### src/hw/rtl/pcpn_pkg.sv
// ----------------------------------------------------------------------------
// Pulse-coupled phase network package
// Shared opcodes, datapath command and status types and saturation helper.
// ----------------------------------------------------------------------------
package pcpn_pkg;

    localparam logic [2:0] OP_LOAD_F1 = 3'd0;
    localparam logic [2:0] OP_LOAD_F2 = 3'd1;
    localparam logic [2:0] OP_LOAD_N  = 3'd2;
    localparam logic [2:0] OP_STEP    = 3'd3;
    localparam logic [2:0] OP_READ    = 3'd4;

    localparam logic KIND_SPIKE = 1'b0;
    localparam logic KIND_READ  = 1'b1;

    localparam logic CRV_F1 = 1'b0;
    localparam logic CRV_F2 = 1'b1;

    typedef enum logic [4:0] {
        DP_NOP,
        DP_CAPTURE,
        DP_DECODE,
        DP_RD_LAT,
        DP_RD_OUT,
        DP_F1Z_RD,
        DP_F1Z_LAT,
        DP_T_RD,
        DP_T_MUL,
        DP_T_MIN,
        DP_T_FIRE,
        DP_U_RD,
        DP_U_LAT,
        DP_U_FIRER,
        DP_U_P,
        DP_I_X,
        DP_I_LO,
        DP_I_HI,
        DP_I_MUL,
        DP_I_V,
        DP_I_K,
        DP_I_APPLY,
        DP_U_NEXT,
        DP_O_SCAN
    } t_dp_op;

    typedef struct packed {
        t_dp_op op;
        logic   crv;
    } t_dp_cmd;

    typedef struct packed {
        logic [2:0] op;
        logic       out_free;
        logic       n_last;
        logic       fire_n;
        logic       div_done;
    } t_dp_sts;

    function automatic logic signed [31:0] sat32(input logic signed [71:0] v);
        logic signed [31:0] res;
        if (v > 72'sd2147483647) begin
            res = 32'sh7fffffff;
        end else if (v < -72'sd2147483648) begin
            res = 32'sh80000000;
        end else begin
            res = v[31:0];
        end
        return res;
    endfunction

endpackage

### src/hw/rtl/pcpn_ctrl.sv
// ----------------------------------------------------------------------------
// Network step controller
// Sequences loads, read-back and the passes of one network step.
// ----------------------------------------------------------------------------
module pcpn_ctrl (
    input  logic              i_clk,
    input  logic              i_rst_n,
    input  logic              i_valid,
    input  pcpn_pkg::t_dp_sts i_sts,
    output logic              o_ready,
    output pcpn_pkg::t_dp_cmd o_cmd
);
    import pcpn_pkg::*;

    typedef enum logic [4:0] {
        ST_IDLE, ST_DECODE, ST_RD_LAT, ST_RD_OUT, ST_F1Z_RD, ST_F1Z_LAT,
        ST_T_RD, ST_T_MUL, ST_T_CMP, ST_U_RD, ST_U_LAT, ST_U_FIRER, ST_U_DIV,
        ST_U_P, ST_I_X, ST_I_LO, ST_I_HI, ST_I_MUL, ST_I_V, ST_I_K,
        ST_I_APPLY, ST_U_NEXT, ST_O_SCAN
    } t_state;

    t_state r_state;
    logic   r_pass;
    logic   r_crv;

    always_ff @(posedge i_clk) begin
        if (!i_rst_n) begin
            r_state <= ST_IDLE;
            r_pass  <= 1'b0;
            r_crv   <= CRV_F1;
        end else begin
            unique case (r_state)
                ST_IDLE: begin
                    if (i_valid) r_state <= ST_DECODE;
                end
                ST_DECODE: begin
                    priority if (i_sts.op == OP_STEP) begin
                        r_state <= ST_F1Z_RD;
                    end else if (i_sts.op == OP_READ) begin
                        r_state <= ST_RD_LAT;
                    end else begin
                        r_state <= ST_IDLE;
                    end
                end
                ST_RD_LAT: r_state <= ST_RD_OUT;
                ST_RD_OUT: begin
                    if (i_sts.out_free) r_state <= ST_IDLE;
                end
                ST_F1Z_RD: begin
                    r_pass  <= 1'b0;
                    r_state <= ST_F1Z_LAT;
                end
                ST_F1Z_LAT: r_state <= ST_T_RD;
                ST_T_RD:    r_state <= ST_T_MUL;
                ST_T_MUL:   r_state <= ST_T_CMP;
                ST_T_CMP: begin
                    priority if (!i_sts.n_last) begin
                        r_state <= ST_T_RD;
                    end else if (!r_pass) begin
                        r_pass  <= 1'b1;
                        r_state <= ST_T_RD;
                    end else begin
                        r_state <= ST_U_RD;
                    end
                end
                ST_U_RD:  r_state <= ST_U_LAT;
                ST_U_LAT: r_state <= i_sts.fire_n ? ST_U_FIRER : ST_U_DIV;
                ST_U_FIRER: r_state <= ST_U_NEXT;
                ST_U_DIV: begin
                    if (i_sts.div_done) r_state <= ST_U_P;
                end
                ST_U_P: begin
                    r_crv   <= CRV_F2;
                    r_state <= ST_I_X;
                end
                ST_I_X:   r_state <= ST_I_LO;
                ST_I_LO:  r_state <= ST_I_HI;
                ST_I_HI:  r_state <= ST_I_MUL;
                ST_I_MUL: r_state <= ST_I_V;
                ST_I_V:   r_state <= ST_I_K;
                ST_I_K:   r_state <= ST_I_APPLY;
                ST_I_APPLY: begin
                    if (r_crv == CRV_F2) begin
                        r_crv   <= CRV_F1;
                        r_state <= ST_I_X;
                    end else begin
                        r_state <= ST_U_NEXT;
                    end
                end
                ST_U_NEXT: r_state <= i_sts.n_last ? ST_O_SCAN : ST_U_RD;
                ST_O_SCAN: begin
                    if (i_sts.n_last && (!i_sts.fire_n || i_sts.out_free)) begin
                        r_state <= ST_IDLE;
                    end
                end
                default: r_state <= ST_IDLE;
            endcase
        end
    end

    always_comb begin
        o_cmd.crv = r_crv;
        unique case (r_state)
            ST_IDLE:    o_cmd.op = i_valid ? DP_CAPTURE : DP_NOP;
            ST_DECODE:  o_cmd.op = DP_DECODE;
            ST_RD_LAT:  o_cmd.op = DP_RD_LAT;
            ST_RD_OUT:  o_cmd.op = DP_RD_OUT;
            ST_F1Z_RD:  o_cmd.op = DP_F1Z_RD;
            ST_F1Z_LAT: o_cmd.op = DP_F1Z_LAT;
            ST_T_RD:    o_cmd.op = DP_T_RD;
            ST_T_MUL:   o_cmd.op = DP_T_MUL;
            ST_T_CMP:   o_cmd.op = r_pass ? DP_T_FIRE : DP_T_MIN;
            ST_U_RD:    o_cmd.op = DP_U_RD;
            ST_U_LAT:   o_cmd.op = DP_U_LAT;
            ST_U_FIRER: o_cmd.op = DP_U_FIRER;
            ST_U_DIV:   o_cmd.op = DP_NOP;
            ST_U_P:     o_cmd.op = DP_U_P;
            ST_I_X:     o_cmd.op = DP_I_X;
            ST_I_LO:    o_cmd.op = DP_I_LO;
            ST_I_HI:    o_cmd.op = DP_I_HI;
            ST_I_MUL:   o_cmd.op = DP_I_MUL;
            ST_I_V:     o_cmd.op = DP_I_V;
            ST_I_K:     o_cmd.op = DP_I_K;
            ST_I_APPLY: o_cmd.op = DP_I_APPLY;
            ST_U_NEXT:  o_cmd.op = DP_U_NEXT;
            ST_O_SCAN:  o_cmd.op = DP_O_SCAN;
            default:    o_cmd.op = DP_NOP;
        endcase
    end

    assign o_ready = (r_state == ST_IDLE);

`ifndef NO_ASSERTIONS
    a_adv_after_div: assert property (@(posedge i_clk) disable iff (!i_rst_n)
        (r_state == ST_U_P) |-> ($past(r_state == ST_U_DIV) && $past(i_sts.div_done)))
        else $error("phase advance used before division finished");
`endif

endmodule

### config.mk
export PLATFORM = sky130hd
export DESIGN_NAME = pcpn_ctrl
export DESIGN_NICKNAME = d
export VERILOG_FILES = /design/src/hw/rtl/pcpn_pkg.sv /design/src/hw/rtl/pcpn_ctrl.sv
export SDC_FILE = /design/constraint.sdc
export NUM_CORES = 1
export LEC_CHECK = 0
export ABC_CLOCK_PERIOD_IN_PS = 4450
export BUFFER_PORTS_ARGS = -buffer_cell sky130_fd_sc_hd__buf_2
export CAP_MARGIN = 15
export CORE_MARGIN = 2
export CORE_UTILIZATION = 55
export CTS_BUF_LIST = sky130_fd_sc_hd__clkbuf_2
export DETAILED_ROUTE_END_ITERATION = 6
export GPL_ROUTABILITY_DRIVEN = 1
export GPL_TIMING_DRIVEN = 0
export PLACE_DENSITY_LB_ADDON = 0.15
export SKIP_CTS_REPAIR_TIMING = 1
export SLEW_MARGIN = 15
export SYNTH_ARGS = -nofsm -noshare
export SYNTH_HDL_FRONTEND = slang
export SYNTH_SLANG_ARGS = --single-unit
### constraint.sdc
create_clock -name i_clk -period 4.45 [get_ports i_clk]
set_input_delay 0.89 -clock i_clk [delete_from_list [all_inputs] [get_ports i_clk]]
set_output_delay 0.89 -clock i_clk [all_outputs]
set_load 0.01 [all_outputs]
==> summary by stage <==
Logic synthesis
Counting every net in the synthesized netlist gives 145. The sequential area share after synthesis is approximately 15%. After synthesis the cells add up to about 940 µm². Summed over all instances, the cell type with the most area after synthesis is sky130_fd_sc_hd__dfxtp_1. The area share of the largest cell type after synthesis is 14.9%. In the synthesized netlist the dominant register cell turns out to be sky130_fd_sc_hd__dfxtp_1. By area the synthesized netlist is led by sky130_fd_sc_hd__dfxtp_1, sky130_fd_sc_hd__buf_6, sky130_fd_sc_hd__a21oi_1. Synthesis inferred 7 register bits. Yosys mapped the design onto 51 distinct sky130hd cell types.

During synthesis, Yosys emitted a total of 0 warnings. In this run, synthesis inferred 0 flip-flops with an integrated enable. The cell count after synthesis came out at 135. The mean post-synth cell area is 6.95 µm². Counting flops with an async set or reset pin after synthesis yields a share of 0%.

Floorplan
The die span in x is 45.3 µm. The number of rows created at floorplan is 14. The region available for standard cell placement spans between 1500 and 2000 µm².

The count of pins on the block boundary is 17. The die footprint is about 2000 µm². For this configuration, the core starts out at a cell density of roughly three fifths. The die is 45.3 µm tall.

Run
Across the run, the number of max-cap violations was 0.

Detailed routing
The count of routing violations after the opening detailed-route iteration is 101. The average routed wire per standard cell is 16.6 µm. The routed wire length is 2840 µm. For this block, the via count after detailed routing is 1188. The count of unresolved DRC violations after routing is 0. The detailed-router iteration count before antenna repair is 4.

The antenna violation net count after detailed routing is 0. The via count normalized by instance count is 6.95.

Finish
The layout net count is around 170. Leaving out fill and tap cells, the most frequent cells in the layout are sky130_fd_sc_hd__buf_2, sky130_fd_sc_hd__nand2_1, sky130_fd_sc_hd__a21oi_1. The share of final-layout standard cells stronger than drive strength 1 is a little under a quarter. The most common cell after layout, fill and taps aside is sky130_fd_sc_hd__buf_2. Compared with the post-synthesis result, the final layout area differs by 12.8%. After routing the design area is around 1100 µm². The number of diodes added for antenna fixing is 0.

Power
Across the VDD grid, the largest voltage drop is about 170 µV. The analysis attributes to cell leakage a power of 0.000428 µW. The ratio of total power to cell area is ~180 nW/µm².

Timing
The number of setup violations in the final report is 0. The aggregate negative setup slack is 0 ps. For the finished layout, the period the worst path requires is 2650 ps. The number of hold-slack violations in the final timing report is 0.

For this run, the top clock speed supported by timing is 0.377 GHz. The worst max-slew margin expressed relative to the limit is 66.5%. Setup repair after global routing left no endpoint under its margin.

After layout, the worst path uses 59.6% of the clock period. The worst clock skew is 1.13 ps. The transition time of the tightest slew-check pin is 497 ps. The number of slew-limit violations in the final report is 0.

Worst setup path
STA classifies the critical path endpoint as an output pin. The data required time at the worst endpoint is 3560 ps. In this run the worst path has a maximum fanout of 10. The cell count of the worst reg-to-reg path is 5. The worst setup path is of the flop to output pin kind.

The worst setup path is launched from a flop. Data on the critical path arrives at its endpoint at 1760 ps.

Global routing
In the global route stage, overall resource usage came out at 32.0%. Entering global routing, the biggest net connects 11 pins. The wire length of the first global-routing pass is 4790 µm. The initial antenna violation count is 0.

Global routing finished with a remaining overflow of 0. The via count of the first global-routing pass came to 1087.

Place
After detailed placement, the total cell area comes to around 1000 µm². The count of buffers added on input and output ports is 16. The placed wire-length estimate is ~2100 µm. The global placer's final weighted congestion is just over 1.

Clock tree
The H-tree depth is 1. TritonCTS built the clock tree. The number of sinks on the clock net is 7.

TritonCTS created 3 clock buffers. The maximum buffer depth of the clock tree is 2. Clock latency on the worst-skew pair, taken at its later pin, is about 220 ps. The cell at the root of the clock tree is sky130_fd_sc_hd__clkbuf_2. The clock transition at the registers of the reported paths is 60 ps.

Hold path
The number of cells traversed by the worst hold path is 2. The path type of the worst min-delay path is flop to flop.

Run status
The flow ran to the end, and the final reports show no timing, DRC or antenna violations.
-- worst max-delay path: stages, from the launching register on --
cell and delay, ps:
sky130_fd_sc_hd__dfxtp_1 470, sky130_fd_sc_hd__buf_4 230, sky130_fd_sc_hd__clkbuf_1 350, sky130_fd_sc_hd__a21oi_1 130, sky130_fd_sc_hd__a21oi_1 140, sky130_fd_sc_hd__o22ai_1 90, sky130_fd_sc_hd__buf_2 140
-- Yosys cell counts, drive strengths merged, types with 2 or more instances --
library cell	n
o211ai	2
nand3	3
and2b	2
inv	5
a31oi	3
or4	2
a21oi	11
or2	2
nand4b	2
o22ai	5
mux2i	2
and3	3
nor2	10
a32oi	2
dfxtp	7
o21ai	13
nor3	3
o32a	2
nand2b	3
buf	10
nand2	15
nor4	2
nor2b	3
clkbuf	2
a32o	2
-- routing by layer --
layer  track usage, %  vias up  share of wire [%]  wire, µm
met5                0        -                  0         0
met4             14.7        0                2.6        75
met3             5.20       16                 12       344
met2             49.1       95                 46      1310
met1             43.4      526                 39      1110
li1                 -      551                  -         -
-- logic make-up (layout without fill, tap and decap cells) --
| logic type | count (synthesis) | count (layout) | share of synthesized area (%) |
|---|---|---|---|
| mux | 2 | 2 | 2.13 |
| buf+inv | 17 | 37 | 12.4 |
| compound gates | 53 | 53 | 38.3 |
| xor+xnor | 1 | 1 | 0.934 |
| flops | 7 | 7 | 14.9 |
| simple gates | 55 | 55 | 31.3 |
-- stage by stage --
| stage | power, µW | hold WS [ps] | util [%] | setup WS [ps] | cells |
|---|---|---|---|---|---|
| after floorplan | 124 | 487 | - | 2350 | 135 |
| after global placement | 148 | 540 | 66.6 | 2150 | 167 |
| after CTS | 194 | 572 | 67.9 | 1830 | 171 |
| final | 193 | 572 | 67.9 | 1800 | 171 |
| after detailed placement | 147 | 555 | 66.6 | 2080 | 167 |
| after global routing | 206 | 613 | 67.9 | 1640 | 171 |
-- power by group --
group	switching, µW	internal (µW)
Sequential	4.06	64.7
Clock	20.1	23.8
Combinational	45.5	34.5
-- final cells by class --
| cell class | count | area [µm²] |
|---|---|---|
| flip-flops and latches | 7 | 140 |
| well taps | 16 | 20.0 |
| clock buffers | 4 | 20.0 |
| plain buffers | 12 | 97.6 |
| inverters | 5 | 18.8 |
| fillers | 155 | 500 |
| repair buffers | 16 | 80.1 |
| multi-input cells | 111 | 682 |
-- state kept, by name, indices dropped and copies added (netlist names) --
name,count
r_state,5
r_crv,1
r_pass,1
-- worst paths after layout --
| path | start | endpoint | slack [ps] |
|---|---|---|---|
| worst max-delay path | r_state[3] | o_cmd[1] | 1800 |
| worst min-delay path | r_pass | r_pass | 570 |
| worst max register to register | r_state[1] | r_state[0] | 2620 |
| worst min register to register | r_pass | r_pass | 570 |
No activity file was read; power rests on OpenSTA's default activity.
